===== src/sv/pvi_pkg.sv =====
// Package with the shared types, constants and helper functions of the pendulum integrator.
`timescale 1ns / 1ps

package pvi_pkg;

    // Configuration register indexes.
    localparam logic [2:0] REG_TIME_STEP        = 3'd0;
    localparam logic [2:0] REG_GRAVITY          = 3'd1;
    localparam logic [2:0] REG_LENGTH           = 3'd2;
    localparam logic [2:0] REG_STEP_LIMIT       = 3'd3;
    localparam logic [2:0] REG_INITIAL_ANGLE    = 3'd4;
    localparam logic [2:0] REG_INITIAL_VELOCITY = 3'd5;

    // Register reset values.
    localparam logic [24:0] TIME_STEP_RESET  = 25'd16777;
    localparam logic [23:0] GRAVITY_RESET    = 24'd642908;
    localparam logic [23:0] LENGTH_RESET     = 24'd65536;
    localparam logic [31:0] STEP_LIMIT_RESET = 32'd1000;

    // Angle constants in Q4.28, widened for the reduction arithmetic.
    localparam logic signed [33:0] Q28_PI      = 34'sd843314857;
    localparam logic signed [33:0] Q28_TWO_PI  = 34'sd1686629713;
    localparam logic signed [33:0] Q28_HALF_PI = 34'sd421657428;
    localparam logic signed [33:0] CORDIC_GAIN = 34'sd163008219;

    // Quotient bits produced by the restoring divider.
    localparam int DIV_BITS = 54;

    // Arctangent table, round(atan(2^-i) * 2^28).
    localparam logic [27:0] ATAN_TABLE [32] = '{
        28'd210828714, 28'd124459457, 28'd65760959, 28'd33381290,
        28'd16755422,  28'd8385879,   28'd4193963,  28'd2097109,
        28'd1048571,   28'd524287,    28'd262144,   28'd131072,
        28'd65536,     28'd32768,     28'd16384,    28'd8192,
        28'd4096,      28'd2048,      28'd1024,     28'd512,
        28'd256,       28'd128,       28'd64,       28'd32,
        28'd16,        28'd8,         28'd4,        28'd2,
        28'd1,         28'd1,         28'd0,        28'd0
    };

    // Datapath operations issued by the controller.
    typedef enum logic [3:0] {
        OP_NONE,
        OP_LOAD,
        OP_MUL_DT2,
        OP_MUL_DTV,
        OP_MUL_DT2F,
        OP_ANGLE,
        OP_COR_INIT,
        OP_COR_ITER,
        OP_MAG,
        OP_DIV_PREP,
        OP_DIV_ITER,
        OP_FORCE,
        OP_SET_FORCE,
        OP_VEL_MUL,
        OP_EMIT
    } op_t;

    // Controller states.
    typedef enum logic [3:0] {
        S_IDLE,
        S_LOAD,
        S_MUL_DT2,
        S_MUL_DTV,
        S_MUL_DT2F,
        S_ANGLE,
        S_COR_INIT,
        S_COR_ITER,
        S_MAG,
        S_DIV_PREP,
        S_DIV_ITER,
        S_FORCE,
        S_SET_FORCE,
        S_VEL_MUL,
        S_EMIT
    } state_t;

    typedef struct packed {
        op_t        op;
        logic [4:0] iter;
    } cmd_t;

    typedef struct packed {
        logic run_done;
    } status_t;

    // Clip a wide signed value to the signed 32 bit range.
    function automatic logic signed [31:0] sat32(input logic signed [41:0] v);
        if (v > 42'sd2147483647)
        begin
            return 32'sh7FFFFFFF;
        end
        if (v < -42'sd2147483648)
        begin
            return 32'sh80000000;
        end
        return v[31:0];
    endfunction

    function automatic logic sat32_hit(input logic signed [41:0] v);
        return (v > 42'sd2147483647) || (v < -42'sd2147483648);
    endfunction

endpackage


===== src/sv/pvi_controller.sv =====
// Sequencing state machine of the pendulum integrator.
`timescale 1ns / 1ps

module pvi_controller #(
    parameter int CORDIC_ITERATIONS = 24
) (
    input  logic             clk,
    input  logic             rst_n,
    input  logic             in_valid,
    output logic             in_ready,
    input  logic             restart,
    output logic             out_valid,
    input  logic             out_ready,
    output pvi_pkg::cmd_t    cmd,
    input  pvi_pkg::status_t status
);
    import pvi_pkg::*;

    state_t     state_reg, state_next;
    logic [5:0] cnt_reg, cnt_next;
    logic       restart_reg, restart_next;
    logic       out_valid_reg, out_valid_next;
    logic       emit_go;

    // The result slot is free when empty or being taken in this cycle.
    assign emit_go = !out_valid_reg || out_ready;

    // Next state.
    always_comb
    begin
        state_next   = state_reg;
        cnt_next     = cnt_reg;
        restart_next = restart_reg;
        unique case (state_reg)
            S_IDLE:
            begin
                if (in_valid)
                begin
                    restart_next = restart;
                    if (restart)
                    begin
                        state_next = S_LOAD;
                    end
                    else if (!status.run_done)
                    begin
                        state_next = S_MUL_DT2;
                    end
                end
            end
            S_LOAD:      state_next = S_COR_INIT;
            S_MUL_DT2:   state_next = S_MUL_DTV;
            S_MUL_DTV:   state_next = S_MUL_DT2F;
            S_MUL_DT2F:  state_next = S_ANGLE;
            S_ANGLE:     state_next = S_COR_INIT;
            S_COR_INIT:
            begin
                cnt_next   = '0;
                state_next = S_COR_ITER;
            end
            S_COR_ITER:
            begin
                cnt_next = cnt_reg + 6'd1;
                if (cnt_reg == 6'(CORDIC_ITERATIONS - 1))
                begin
                    state_next = S_MAG;
                end
            end
            S_MAG:       state_next = S_DIV_PREP;
            S_DIV_PREP:
            begin
                cnt_next   = '0;
                state_next = S_DIV_ITER;
            end
            S_DIV_ITER:
            begin
                cnt_next = cnt_reg + 6'd1;
                if (cnt_reg == 6'(DIV_BITS - 1))
                begin
                    state_next = S_FORCE;
                end
            end
            S_FORCE:     state_next = restart_reg ? S_SET_FORCE : S_VEL_MUL;
            S_SET_FORCE: state_next = S_IDLE;
            S_VEL_MUL:   state_next = S_EMIT;
            S_EMIT:
            begin
                if (emit_go)
                begin
                    state_next = S_IDLE;
                end
            end
            default:     state_next = S_IDLE;
        endcase
    end

    // Outputs and datapath commands.
    always_comb
    begin
        cmd.op   = OP_NONE;
        cmd.iter = cnt_reg[4:0];
        in_ready = 1'b0;
        unique case (state_reg)
            S_IDLE:      in_ready = 1'b1;
            S_LOAD:      cmd.op = OP_LOAD;
            S_MUL_DT2:   cmd.op = OP_MUL_DT2;
            S_MUL_DTV:   cmd.op = OP_MUL_DTV;
            S_MUL_DT2F:  cmd.op = OP_MUL_DT2F;
            S_ANGLE:     cmd.op = OP_ANGLE;
            S_COR_INIT:  cmd.op = OP_COR_INIT;
            S_COR_ITER:  cmd.op = OP_COR_ITER;
            S_MAG:       cmd.op = OP_MAG;
            S_DIV_PREP:  cmd.op = OP_DIV_PREP;
            S_DIV_ITER:  cmd.op = OP_DIV_ITER;
            S_FORCE:     cmd.op = OP_FORCE;
            S_SET_FORCE: cmd.op = OP_SET_FORCE;
            S_VEL_MUL:   cmd.op = OP_VEL_MUL;
            S_EMIT:      cmd.op = emit_go ? OP_EMIT : OP_NONE;
            default:     cmd.op = OP_NONE;
        endcase
    end

    // Result valid flag: set when a beat is loaded, cleared when it is taken.
    always_comb
    begin
        out_valid_next = out_valid_reg;
        if (cmd.op == OP_EMIT)
        begin
            out_valid_next = 1'b1;
        end
        else if (out_ready)
        begin
            out_valid_next = 1'b0;
        end
    end

    assign out_valid = out_valid_reg;

    always_ff @(posedge clk or negedge rst_n)
    begin
        if (!rst_n)
        begin
            state_reg     <= S_IDLE;
            cnt_reg       <= '0;
            restart_reg   <= 1'b0;
            out_valid_reg <= 1'b0;
        end
        else
        begin
            state_reg     <= state_next;
            cnt_reg       <= cnt_next;
            restart_reg   <= restart_next;
            out_valid_reg <= out_valid_next;
        end
    end

endmodule


===== config.mk =====
export PLATFORM = sky130hd
export DESIGN_NAME = pvi_controller
export DESIGN_NICKNAME = d
export VERILOG_FILES = /design/src/sv/pvi_pkg.sv /design/src/sv/pvi_controller.sv
export SDC_FILE = /design/constraint.sdc
export NUM_CORES = 1
export LEC_CHECK = 0
export BUFFER_PORTS_ARGS = -buffer_cell sky130_fd_sc_hd__clkbuf_2
export CORE_UTILIZATION = 30
export DETAILED_ROUTE_END_ITERATION = 8
export GPL_ROUTABILITY_DRIVEN = 0
export GPL_TIMING_DRIVEN = 0
export HOLD_SLACK_MARGIN = 0.08
export SETUP_SLACK_MARGIN = 0.5
export SYNTH_ARGS = -nofsm -noshare
export SYNTH_HDL_FRONTEND = slang
export SYNTH_SLANG_ARGS = --single-unit

===== constraint.sdc =====
create_clock -name clk -period 2.9 [get_ports clk]
set_input_delay 0.145 -clock clk [delete_from_list [all_inputs] [get_ports clk]]
set_output_delay 0.145 -clock clk [all_outputs]
set_load 0.03 [all_outputs]

==> results.toml <==
[placement]
io_buffers = 16
post-place-ws_ns = 1.26
dp_hpwl_mm = 1.42
placed_cells = 147
placed_area_um2 = 1020

[cts]
cts_setup_buffers = 0
cts.sinks = 12
cts_buffers = 3
ctsHtreeMaxLevel = 1
clk_pin_slew_ns = 0.08
ctsRootBufferMaster = "clkbuf_4"
cts_tree = "built"
clock_latency_ns = 0.28
clockBufferDepth = 2

[sta]
worst_hold_slack_ns = 0.144
finClkSkew_ns = 0.00284
fin_crit_ns = 1.60
tightest_slew_ns = 0.560
setup_viol_count_final = 0
fmax_mhz = 624
final_hold_viol_count = 0
finalMaxSlewViolations = 0
slew_headroom = 0.627
rsz0062_at_grt = "no"
setup_tns_ns = 0
setup_ws_ns = 1.30
timing.final.crit_share = 0.552

[yosys]
syn_nets = 108
synth_area_leader_cell = "dfrtp_1"
yosysMostFrequentCell = "dfrtp_1"
synth_area_um2 = 900
ys_ff_latch = 12
yosys_most_used_dff = "dfrtp_1"
synth.distinct_cells = 41
synth_area_leaders = "dfrtp_1, buf_4, o21ai_0, nand2_1, nor2_1"
synth_top_area_share = 0.334
ys_seq_area_frac = 0.334
synth_edf_count = 0
synth_warnings = 0
postSynth.asyncResetShare = 1.00
syn_inst = 100
avgSynthCellArea_um2 = 9.00
synth_common_cells = "dfrtp_1, nand2_1, o21ai_0"

[drt]
vias = 787
wire_per_inst_um = 12.6
drtAntennaViolNets = 0
drt_iter0_drc = 42
first_pass_iters = 7
viasPerCell = 5.18
drc = 6
wirelength_mm = 1.91

[critical_path]
worstSetupEndpointType = "primary output"
reg2reg_from = "state_reg[3]"
crit_arrival_ns = 1.46
critPathCapture = "in_ready"
worstSetupPathType = "reg -> out"
r2r_setup_slack_ns = 1.30
r2r_end = "state_reg[3]"
worstSetupStartpointType = "register"
r2r_cells = 5
worstPathRequired_ns = 2.76
cp_max_fo = 8
worstSetupStartpoint = "state_reg[3]"

[power]
irDropWorstVdd_mv = 0.172
p_leak_nw = 0.457
power_uw = 314
p_per_area_nw_per_um2 = 295

[status]
status = "finished with violations"
failed_checks = "DRC"

[floorplanning]
row_count = 19
io_pins = 17
start_util = 0.321
fp.dieW_um = 56.8
chipHeight_um = 56.8
core-area_um2 = 2810
dieArea_um2 = 3220

[min_path]
hold_path_class = "in -> reg"

[cells_and_area]
instances_no_fill = 152
largest_reg_flops = 6
utilization = 0.380
num_antenna_cells = 0
area_delta_synth_final_pct = 18.4
final_nets = 130
final_area_um2 = 1060
drive_above_1_share = 0.364

[global_route]
met2_usage = 0.199
grt_start_max_net_pins = 13
use_met3 = 0.0484
grt_pass1_wl_mm = 3.21
grt_pass1_vias = 692
grt-busiest-layer = "met2"
grt_antenna_before_repair = 0
grt_overflow_total = 0
grt_use_total = 0.129
met1_usage = 0.175

[job]
cap_violations = 0
-- report_power, final --
group	total [mW]	switching, mW	internal [mW]
sequential	0.167	0.0000000000000000219	0.167
clock	0.138	0.0615	0.0764
combinational	0.00942	0.00542	0.00399
-- routing by layer --
metal  vias up  routed length (um)
met5         -                   0
met4         0                   0
met3         0                 115
met2        26                 841
met1       368                 955
li1        393                   -
-- area by class of cell --
cell class / instances / area (um2)
plain buffers: 10 / 86.3
clock buffers: 4 / 36.3
fillers: 295 / 1740
inverters: 6 / 22.5
multi-input cells: 72 / 490
flip-flops and latches: 12 / 300
well taps: 31 / 38.8
repair buffers: 17 / 90.1
-- layout by cell type (no fill, tap or decap), types with 2 or more instances in the layout --
cell      netlist  routed
a21oi_1         4       4
buf_4           6       6
buf_6           2       2
clkbuf_2        0      16
clkbuf_4        0       3
clkbuf_8        1       2
dfrtp_1        12      12
ha_1            2       2
inv_1           5       5
nand2_1        10      10
nand2b_1        3       3
nand3_1         3       3
nor2_1          7       7
nor2b_1         4       4
o21a_1          2       2
o21ai_0         8       8
o21ai_1         3       3
o21ai_2         2       2
o41ai_1         2       2
-- worst min path at each step --
| stage | startpoint | to | slack, ns | cells after the start |
|---|---|---|---|---|
| finish | restart | restart_reg | 0.14 | 2 |
| detailed placement | rst_n | restart_reg | 0.06 | 1 |
| floorplan | rst_n | cnt_reg[0] | -0.15 | 0 |
| global route | restart | restart_reg | 0.14 | 2 |
| CTS | restart | restart_reg | 0.14 | 2 |
| global placement | rst_n | restart_reg | 0.05 | 1 |
-- kinds of logic (layout without fill, tap and decap cells) --
kind of cell | count (synthesis) | after routing | synth area share
xor+xnor | 1 | 1 | 0.00974
fa+ha+maj | 2 | 2 | 0.0278
simple gates | 38 | 38 | 0.257
flops | 12 | 12 | 0.334
buf+inv | 16 | 37 | 0.121
mux | 1 | 1 | 0.0125
compound gates | 30 | 30 | 0.238
-- timing repair --
| item | 4_1_cts | 5_1_grt |
|---|---|---|
| resized for setup | 0 | 0 |
| endpoints found under the hold margin | 12 | 0 |
| hold buffers | 1 | 0 |
-- critical path: stages, from the launching register on --
cell and delay, ns:
dfrtp_1 0.38, buf_6 0.14, nor4_2 0.39, clkbuf_2 0.28
(Power assumes the default switching activity.)
